File: config.mk
export PLATFORM = sky130hd
export DESIGN_NAME = xxhash32_stream_hasher_core
export DESIGN_NICKNAME = d
export VERILOG_FILES = /design/src/sv/xxh32_pkg.sv /design/src/sv/xxh32_datapath.sv /design/src/sv/xxh32_ctrl.sv /design/src/sv/xxhash32_stream_hasher_core.sv
export SDC_FILE = /design/constraint.sdc
export NUM_CORES = 2
export LEC_CHECK = 0
export ABC_AREA = 1
export BUFFER_PORTS_ARGS = -buffer_cell sky130_fd_sc_hd__clkbuf_2
export CORE_MARGIN = 3
export CORE_UTILIZATION = 45
export DETAILED_ROUTE_END_ITERATION = 12
export PLACE_DENSITY = 0.66
export SYNTH_ARGS = -nofsm -noshare
export SYNTH_HDL_FRONTEND = slang
export SYNTH_SLANG_ARGS = --single-unit
File: constraint.sdc
create_clock -name clk -period 21.8 [get_ports clk]
set_clock_uncertainty 0.2 [all_clocks]
set_input_delay 2.18 -clock clk [delete_from_list [all_inputs] [get_ports clk]]
set_output_delay 2.18 -clock clk [all_outputs]
set_load 0.005 [all_outputs]
File: src/sv/xxh32_pkg.sv
// ----------------------------------------------------------------------------
// xxh32_pkg
// Constants, controller/datapath command and status types for the XXH32 core.
// ----------------------------------------------------------------------------
package xxh32_pkg;

  localparam logic [31:0] PRIME1 = 32'd2654435761;
  localparam logic [31:0] PRIME2 = 32'd2246822519;
  localparam logic [31:0] PRIME3 = 32'd3266489917;
  localparam logic [31:0] PRIME4 = 32'd668265263;
  localparam logic [31:0] PRIME5 = 32'd374761393;

  // datapath operations
  localparam logic [3:0] OP_NONE    = 4'd0;
  localparam logic [3:0] OP_LOAD    = 4'd1;  // latch input word, append or start stripe
  localparam logic [3:0] OP_LANE    = 4'd2;  // one lane round, multiply stage A
  localparam logic [3:0] OP_LANE_B  = 4'd3;  // lane round, multiply stage B
  localparam logic [3:0] OP_START   = 4'd4;  // merge lanes or seed+PRIME5, add length
  localparam logic [3:0] OP_WORD_A  = 4'd5;  // buffered word times PRIME3
  localparam logic [3:0] OP_WORD_B  = 4'd6;  // add, rotl 17, times PRIME4
  localparam logic [3:0] OP_BYTE_A  = 4'd7;  // tail byte times PRIME5
  localparam logic [3:0] OP_BYTE_B  = 4'd8;  // add, rotl 11, times PRIME1
  localparam logic [3:0] OP_AVAL_A  = 4'd9;  // h ^= h>>15, times PRIME2
  localparam logic [3:0] OP_AVAL_B  = 4'd10; // h ^= h>>13, times PRIME3
  localparam logic [3:0] OP_AVAL_C  = 4'd11; // h ^= h>>16, finish
  localparam logic [3:0] OP_CLEAR   = 4'd12; // end of message

  typedef struct packed {
    logic [3:0] op;
    logic [1:0] idx;   // lane, buffer entry or byte index
  } xxh32_cmd_t;

  typedef struct packed {
    logic       full_word;   // latched word carries 4 bytes
    logic       stripe_done; // latched word completed a stripe
    logic       last;        // latched word ends the message
    logic [1:0] fill;        // buffered words
    logic [1:0] tail_n;      // tail bytes of a partial last word
  } xxh32_sts_t;

  function automatic logic [31:0] rotl(input logic [31:0] x, input int unsigned r);
    rotl = (x << r) | (x >> (32 - r));
  endfunction

endpackage

File: src/sv/xxh32_datapath.sv
// ----------------------------------------------------------------------------
// xxh32_datapath
// Lane accumulators, stripe buffer, length and one shared 32x32 multiplier.
// ----------------------------------------------------------------------------
module xxh32_datapath (
  input  logic                  clk,
  input  logic                  rst,
  input  logic [31:0]           seed,
  input  logic [31:0]           data_word,
  input  logic [2:0]            valid_bytes,
  input  logic                  last_word,
  input  xxh32_pkg::xxh32_cmd_t cmd,
  output xxh32_pkg::xxh32_sts_t sts,
  output logic [31:0]           hash
);

  logic [31:0] lane_acc [4];
  logic [31:0] stripe_buffer [3];
  logic [31:0] word;
  logic [1:0]  stripe_fill;
  logic [31:0] total_length;
  logic        stripe_seen;
  logic        full;
  logic        done;
  logic        last;
  logic [1:0]  tail_n;
  logic [31:0] h;
  logic [31:0] prod;    // registered multiplier output
  logic [31:0] mul_a;
  logic [31:0] mul_b;
  logic [31:0] mul_p;
  logic [31:0] lane_src;
  logic [31:0] lane_in;
  logic [31:0] hx;
  logic [7:0]  tail_byte;

  assign sts.full_word   = full;
  assign sts.stripe_done = done;
  assign sts.last        = last;
  assign sts.fill        = stripe_fill;
  assign sts.tail_n      = tail_n;
  assign hash            = h;

  // lane 3 uses the latched word, the others the buffer
  assign lane_src  = (cmd.idx == 2'd3) ? word : stripe_buffer[cmd.idx];
  assign lane_in   = stripe_seen ? lane_acc[cmd.idx] :
                     (cmd.idx == 2'd0) ? seed + xxh32_pkg::PRIME1 + xxh32_pkg::PRIME2 :
                     (cmd.idx == 2'd1) ? seed + xxh32_pkg::PRIME2 :
                     (cmd.idx == 2'd2) ? seed : seed - xxh32_pkg::PRIME1;
  assign tail_byte = word[8*cmd.idx +: 8];
  assign hx = (cmd.op == xxh32_pkg::OP_AVAL_A) ? h ^ (h >> 15) : h ^ (h >> 13);

  always_comb begin
    mul_a = '0;
    mul_b = '0;
    case (cmd.op)
      xxh32_pkg::OP_LANE:   begin mul_a = lane_src; mul_b = xxh32_pkg::PRIME2; end
      xxh32_pkg::OP_LANE_B: begin
        mul_a = xxh32_pkg::rotl(lane_in + prod, 13); mul_b = xxh32_pkg::PRIME1;
      end
      xxh32_pkg::OP_WORD_A: begin
        mul_a = stripe_buffer[cmd.idx]; mul_b = xxh32_pkg::PRIME3;
      end
      xxh32_pkg::OP_WORD_B: begin
        mul_a = xxh32_pkg::rotl(h + prod, 17); mul_b = xxh32_pkg::PRIME4;
      end
      xxh32_pkg::OP_BYTE_A: begin mul_a = {24'd0, tail_byte}; mul_b = xxh32_pkg::PRIME5; end
      xxh32_pkg::OP_BYTE_B: begin
        mul_a = xxh32_pkg::rotl(h + prod, 11); mul_b = xxh32_pkg::PRIME1;
      end
      xxh32_pkg::OP_AVAL_A: begin mul_a = hx; mul_b = xxh32_pkg::PRIME2; end
      xxh32_pkg::OP_AVAL_B: begin mul_a = hx; mul_b = xxh32_pkg::PRIME3; end
      default: ;
    endcase
  end

  assign mul_p = mul_a * mul_b;

  always_ff @(posedge clk) begin
    prod <= mul_p;
    case (cmd.op)
      xxh32_pkg::OP_LOAD: begin
        word   <= data_word;
        last   <= last_word;
        full   <= !last_word || valid_bytes >= 3'd4;
        done   <= (!last_word || valid_bytes >= 3'd4) && stripe_fill == 2'd3;
        tail_n <= valid_bytes[1:0];
      end
      xxh32_pkg::OP_LANE_B: lane_acc[cmd.idx] <= mul_p;
      xxh32_pkg::OP_START: h <= (stripe_seen ?
          xxh32_pkg::rotl(lane_acc[0], 1) + xxh32_pkg::rotl(lane_acc[1], 7) +
          xxh32_pkg::rotl(lane_acc[2], 12) + xxh32_pkg::rotl(lane_acc[3], 18) :
          seed + xxh32_pkg::PRIME5) + total_length;
      xxh32_pkg::OP_WORD_B, xxh32_pkg::OP_BYTE_B,
      xxh32_pkg::OP_AVAL_A, xxh32_pkg::OP_AVAL_B: h <= mul_p;
      xxh32_pkg::OP_AVAL_C: h <= h ^ (h >> 16);
      default: ;
    endcase
    if (cmd.op == xxh32_pkg::OP_LOAD &&
        (!last_word || valid_bytes >= 3'd4) && stripe_fill != 2'd3)
      stripe_buffer[stripe_fill] <= data_word;
  end

  // control state of the message
  always_ff @(posedge clk) begin
    if (rst || cmd.op == xxh32_pkg::OP_CLEAR) begin
      stripe_fill  <= '0;
      total_length <= '0;
      stripe_seen  <= 1'b0;
    end else if (cmd.op == xxh32_pkg::OP_LOAD) begin
      if (!last_word || valid_bytes >= 3'd4) begin
        total_length <= total_length + 32'd4;
        stripe_fill  <= stripe_fill + 2'd1;  // wraps to 0 on a completed stripe
      end else begin
        total_length <= total_length + {30'd0, valid_bytes[1:0]};
      end
    end else if (cmd.op == xxh32_pkg::OP_LANE_B && cmd.idx == 2'd3) begin
      stripe_seen <= 1'b1;
    end
  end

endmodule

File: src/sv/xxh32_ctrl.sv
// ----------------------------------------------------------------------------
// xxh32_ctrl
// Sequencer: lane rounds, finalization steps and the handshakes.
// ----------------------------------------------------------------------------
module xxh32_ctrl (
  input  logic                  clk,
  input  logic                  rst,
  input  logic                  in_valid,
  output logic                  in_ready,
  output logic                  out_valid,
  input  logic                  out_ready,
  input  xxh32_pkg::xxh32_sts_t sts,
  output xxh32_pkg::xxh32_cmd_t cmd
);

  localparam logic [3:0] S_IDLE  = 4'd0;
  localparam logic [3:0] S_DEC   = 4'd1;
  localparam logic [3:0] S_LA    = 4'd2;
  localparam logic [3:0] S_LB    = 4'd3;
  localparam logic [3:0] S_START = 4'd4;
  localparam logic [3:0] S_WA    = 4'd5;
  localparam logic [3:0] S_WB    = 4'd6;
  localparam logic [3:0] S_BA    = 4'd7;
  localparam logic [3:0] S_BB    = 4'd8;
  localparam logic [3:0] S_AA    = 4'd9;
  localparam logic [3:0] S_AB    = 4'd10;
  localparam logic [3:0] S_AC    = 4'd11;
  localparam logic [3:0] S_OUT   = 4'd12;

  logic [3:0] state;
  logic [3:0] state_next;
  logic [1:0] idx;
  logic [1:0] idx_next;
  logic [1:0] nfill;       // buffered words at finalization

  assign in_ready  = (state == S_IDLE);
  assign out_valid = (state == S_OUT);

  always_comb begin
    state_next = state;
    idx_next   = idx;
    cmd.op     = xxh32_pkg::OP_NONE;
    cmd.idx    = idx;
    unique case (state)
      S_IDLE: if (in_valid) begin
        cmd.op = xxh32_pkg::OP_LOAD;
        state_next = S_DEC;
      end
      S_DEC: begin
        idx_next = '0;
        if (sts.stripe_done) state_next = S_LA;
        else if (sts.last) state_next = S_START;
        else state_next = S_IDLE;
      end
      S_LA: begin cmd.op = xxh32_pkg::OP_LANE; state_next = S_LB; end
      S_LB: begin
        cmd.op = xxh32_pkg::OP_LANE_B;
        idx_next = idx + 2'd1;
        if (idx != 2'd3) state_next = S_LA;
        else if (sts.last) state_next = S_START;
        else state_next = S_IDLE;
      end
      S_START: begin
        cmd.op = xxh32_pkg::OP_START;
        idx_next = '0;
        if (sts.fill != 2'd0) state_next = S_WA;
        else if (!sts.full_word && sts.tail_n != 2'd0) state_next = S_BA;
        else state_next = S_AA;
      end
      S_WA: begin cmd.op = xxh32_pkg::OP_WORD_A; state_next = S_WB; end
      S_WB: begin
        cmd.op = xxh32_pkg::OP_WORD_B;
        idx_next = idx + 2'd1;
        if (idx + 2'd1 != nfill) state_next = S_WA;
        else begin
          idx_next = '0;
          state_next = (!sts.full_word && sts.tail_n != 2'd0) ? S_BA : S_AA;
        end
      end
      S_BA: begin cmd.op = xxh32_pkg::OP_BYTE_A; state_next = S_BB; end
      S_BB: begin
        cmd.op = xxh32_pkg::OP_BYTE_B;
        idx_next = idx + 2'd1;
        state_next = (idx + 2'd1 != sts.tail_n) ? S_BA : S_AA;
      end
      S_AA: begin cmd.op = xxh32_pkg::OP_AVAL_A; state_next = S_AB; end
      S_AB: begin cmd.op = xxh32_pkg::OP_AVAL_B; state_next = S_AC; end
      S_AC: begin cmd.op = xxh32_pkg::OP_AVAL_C; state_next = S_OUT; end
      S_OUT: if (out_ready) begin
        cmd.op = xxh32_pkg::OP_CLEAR;
        state_next = S_IDLE;
      end
      default: state_next = S_IDLE;
    endcase
  end

  assign nfill = sts.fill;

  always_ff @(posedge clk) begin
    if (rst) begin
      state <= S_IDLE;
      idx   <= '0;
    end else begin
      state <= state_next;
      idx   <= idx_next;
    end
  end

endmodule

File: src/sv/xxhash32_stream_hasher_core.sv
// ----------------------------------------------------------------------------
// xxhash32_stream_hasher_core
// Streaming XXH32 over little-endian words with a programmable seed.
// A word is loaded and decoded; one closing a stripe adds four lane rounds.
// Last word: start, word A/B per buffered word, byte A/B per tail byte,
// avalanche A-C; the result then waits in an output register until taken.
// The single shared 32x32 multiplier sets the rate; one item at a time.
// Reset: synchronous; seed 0, message state empty, no result pending.
// ----------------------------------------------------------------------------
module xxhash32_stream_hasher_core (
  input  logic        clk,
  input  logic        rst,
  input  logic        cfg_valid,
  output logic        cfg_ready,
  input  logic [31:0] cfg_data,
  input  logic        in_valid,
  output logic        in_ready,
  input  logic [31:0] data_word,
  input  logic [2:0]  valid_bytes,
  input  logic        last_word,
  output logic        out_valid,
  input  logic        out_ready,
  output logic [31:0] hash_value
);

  logic [31:0]           seed;
  xxh32_pkg::xxh32_cmd_t cmd;
  xxh32_pkg::xxh32_sts_t sts;

  assign cfg_ready = 1'b1;

  always_ff @(posedge clk) begin
    if (rst) seed <= '0;
    else if (cfg_valid) seed <= cfg_data;
  end

  xxh32_ctrl u_ctrl (
    .clk, .rst, .in_valid, .in_ready, .out_valid, .out_ready, .sts, .cmd
  );

  xxh32_datapath u_dp (
    .clk, .rst, .seed, .data_word, .valid_bytes, .last_word, .cmd, .sts,
    .hash(hash_value)
  );

  a_one_side: assert property (@(posedge clk) disable iff (rst)
    !(in_ready && out_valid)) else $error("input and output both open");
  a_hold: assert property (@(posedge clk) disable iff (rst)
    out_valid && !out_ready |=> out_valid && $stable(hash_value))
    else $error("result dropped");
  a_clear: assert property (@(posedge clk) disable iff (rst)
    out_valid && out_ready |=> in_ready) else $error("no return to idle");

endmodule
==> results.yml <==
outcome:
  status: "finished, final reports clean"
clocking:
  postCtsSetupBuffers: 0
  cts_resized: 0
  ctsHoldBuffers: 0
  cts_max_level: 2
  cts_buffers: 45
  cts.clk_slew.worst_paths_ns: 0.06
  tritoncts: "done"
  clockRootBuffer: "clkbuf_16"
  clock_path_buffers: 3
  insertion_delay_ns: 0.65
  cts.sinks: 400
critical_path:
  worstSetupStartpointType: "register"
  cp-end-kind: "register"
  cp_data_arrival_time_ns: 13.87
  slowest_delay_ns: 0.91
  slowest_stage: "a21oi_1"
  required_ns: 21.96
  cpMostUsedCell: "inv_1"
  path_class: "reg -> reg"
  critPathMaxFanout: 22
synthesis:
  synth_top_family_by_area: "adder cells"
  synth_cells: 5472
  ys_ff_latch: 400
  synth_nets: 6282
  synth_mux_area_share_pct: 0.02303
  synth_edf_count: 293
  syn_avg_cell_area_sq_um: 7.944
  synth_warnings: 0
  synthSimpleGateAreaFrac_pct: 20.98
  seq_area_frac_synth_pct: 25.17
  synth_xor_area_share_pct: 2.841
  yosysUniqueCellTypes: 70
  synth-compound-area-share_pct: 11.05
  async_flop_share_pct: 0
  synth_ff_type: "edfxtp_1"
  synth_area_sq_mm: 0.04347
  synth_fa_ha_area_share_pct: 29.40
grt:
  grt_max_degree: 65
  antenna_found_initial: 15
  grt-ovfl-total: 0
  grtUsageTotal_pct: 34.47
  grt_pass1_wl_um: 250400
  grt_pass1_vias: 37538
floorplan:
  ios: 108
  die_x_um: 316.8
  start_util_pct: 45.55
  rows: 113
  fp.dieArea_sq_mm: 0.1004
  core_sq_mm: 0.09544
  die_y_um: 316.8
routing:
  vias_per_cell: 5.735
  vias: 39110
  dr.pass1.iters: 6
  ant_nets: 0
  drtIter0Drc: 4679
  routed_wl_um: 174000
  route.detailed.drc: 0
  wl_per_cell_um: 25.52
sta:
  min_period_over_period_pct: 62.87
  slew_headroom_pct: 2.369
  hold_violations: 0
  maxClockFrequency_mhz: 72.97
  report.final.slew_viol_count: 0
  finalWorstSetupSlack_ns: 8.095
  report.final.setup_viol: 0
  rsz0062_at_grt: "no"
  fin_crit_ns: 13.70
  worst_pin_slew_ns: 1.460
  setup_tns_ns: 0
place:
  place_ws_ns: 8.403
  hpwl_um: 142900
  gp_congestion: 1.063
  dpl_cell_area_sq_mm: 0.04528
  port_buffers: 106
  dpl.cell_count: 6732
power:
  p_int_uw: 2115
  p_leak_uw: 0.02240
  comb_power_share_pct: 54.7
  cellPowerDensity_mw_per_mm2: 89.35
  ir_drop_uv: 87.04
  switching_share_pct: 49.46
  switchingPower_uw: 2070
  clock_power_share_pct: 19.4
  seq_power_share_pct: 26.0
final_layout:
  final_common_cell: "nand2_1"
  area_growth_pct: 7.766
  post-route-util_pct: 49.08
  fill_cells: 9361
  design_area_sq_mm: 0.04684
  layout.cells.non_filler: 6820
  drive_gt1_share_pct: 6.306
  nNetsFinal: 6324
  mostFrequentLayoutCells: "1176 x nand2_1, 979 x inv_1, 474 x fa_1, 458 x nor2_1, 353 x a21oi_1"
worst_hold_path:
  hold_path_class: "reg -> reg"
run:
  max_cap_viol_count: 0
Yosys cell counts, drive strengths merged (35+ instances only):
master	count	area (sq um)
edfxtp	293	8798
xor2	77	674.4
ha	263	3291
inv	1018	3824
fa	474	9489
o211ai	35	262.8
nand3	316	1632
clkbuf	81	306.5
buf	77	420.4
nand2	1188	4509
o21ai	310	1551
a21oi	353	1767
dfxtp	107	2142
nor3	49	245.2
nor2	484	1907
nand4	46	306.6
xnor2	64	560.5
area by class of cell:
class / instances / area (sq um) / share of cell area [%]
sequential: 400 / 10950 / 23.37
clock inverter: 32 / 372.9 / 0.7960
inverter: 1025 / 3850 / 8.219
clock buffer: 51 / 1180 / 2.519
timing repair buffer: 153 / 883.3 / 1.886
tap: 1265 / 1583 / 3.379
multi-input combinational: 3889 / 28020 / 59.81
antenna: 5 / 12.51 / 0.02671
final timing paths:
check             startpoint  cells after the start                    to  slack (ns)
max            u_ctrl.idx[1]                     47  u_dp.lane_acc[3][31]        8.10
min          u_ctrl.state[0]                      1       u_ctrl.state[0]        0.31
max reg2reg    u_ctrl.idx[1]                     47  u_dp.lane_acc[3][31]        8.10
min reg2reg  u_ctrl.state[0]                      1       u_ctrl.state[0]        0.31
layer usage:
metal	global-route usage (%)	vias up	part of all wire [%]
met5	0	-	0.017
met4	14.57	4	5.1
met3	8.980	407	11
met2	52.41	2146	43
met1	46.68	18903	41
li1	-	17650	-
sequential cells by signal, indices dropped and copies added, names as in the netlist, named ones only:
register and flops:
u_dp.stripe_seen 1, u_ctrl.idx 2, u_dp.lane_acc 128, u_dp.total_length 32
u_dp.hash 32, u_dp.done 1, seed 32, u_dp.full 1
u_dp.last 1, u_dp.tail_n 2, u_dp.prod 32, u_ctrl.state 4
u_dp.word 32, u_dp.stripe_buffer 96, u_dp.stripe_fill 2
per-stage QoR:
| step | hold slack (ns) | power, uW |
|---|---|---|
| after floorplan | 0.2506 | 2377 |
| after global placement | 0.2885 | 3307 |
| after detailed placement | 0.2970 | 3313 |
| after CTS | 0.3066 | 4131 |
| after global routing | 0.3231 | 4396 |
| final | 0.3086 | 4186 |
worst max-delay path: cells and delay by family (launching register included):
kind	cells	cell delay, ns
adder cells (fa/ha/maj)	11	4.97
AO/OA/AOI/OAI	19	4.57
buffers and inverters	8	1.64
AND/OR/NAND/NOR	8	1.36
flip-flops	1	0.49
XOR/XNOR	1	0.22
kinds of logic after synthesis:
| family | after synthesis |
|---|---|
| compound gates | 853 |
| xor+xnor | 141 |
| fa+ha+maj | 737 |
| buf+inv | 1183 |
| flops | 400 |
| mux | 1 |
| other cells | 1 |
| simple gates | 2156 |
power by group through the flow:
stage	sequential (uW)	combinational, uW	clock (uW)
after floorplan	1040	1330	0
after global placement	1100	2210	0
after detailed placement	1100	2220	0
after CTS	1080	2230	819
after global routing	1090	2460	850
final	1090	2290	811
Power figures use the tool's default switching activity.
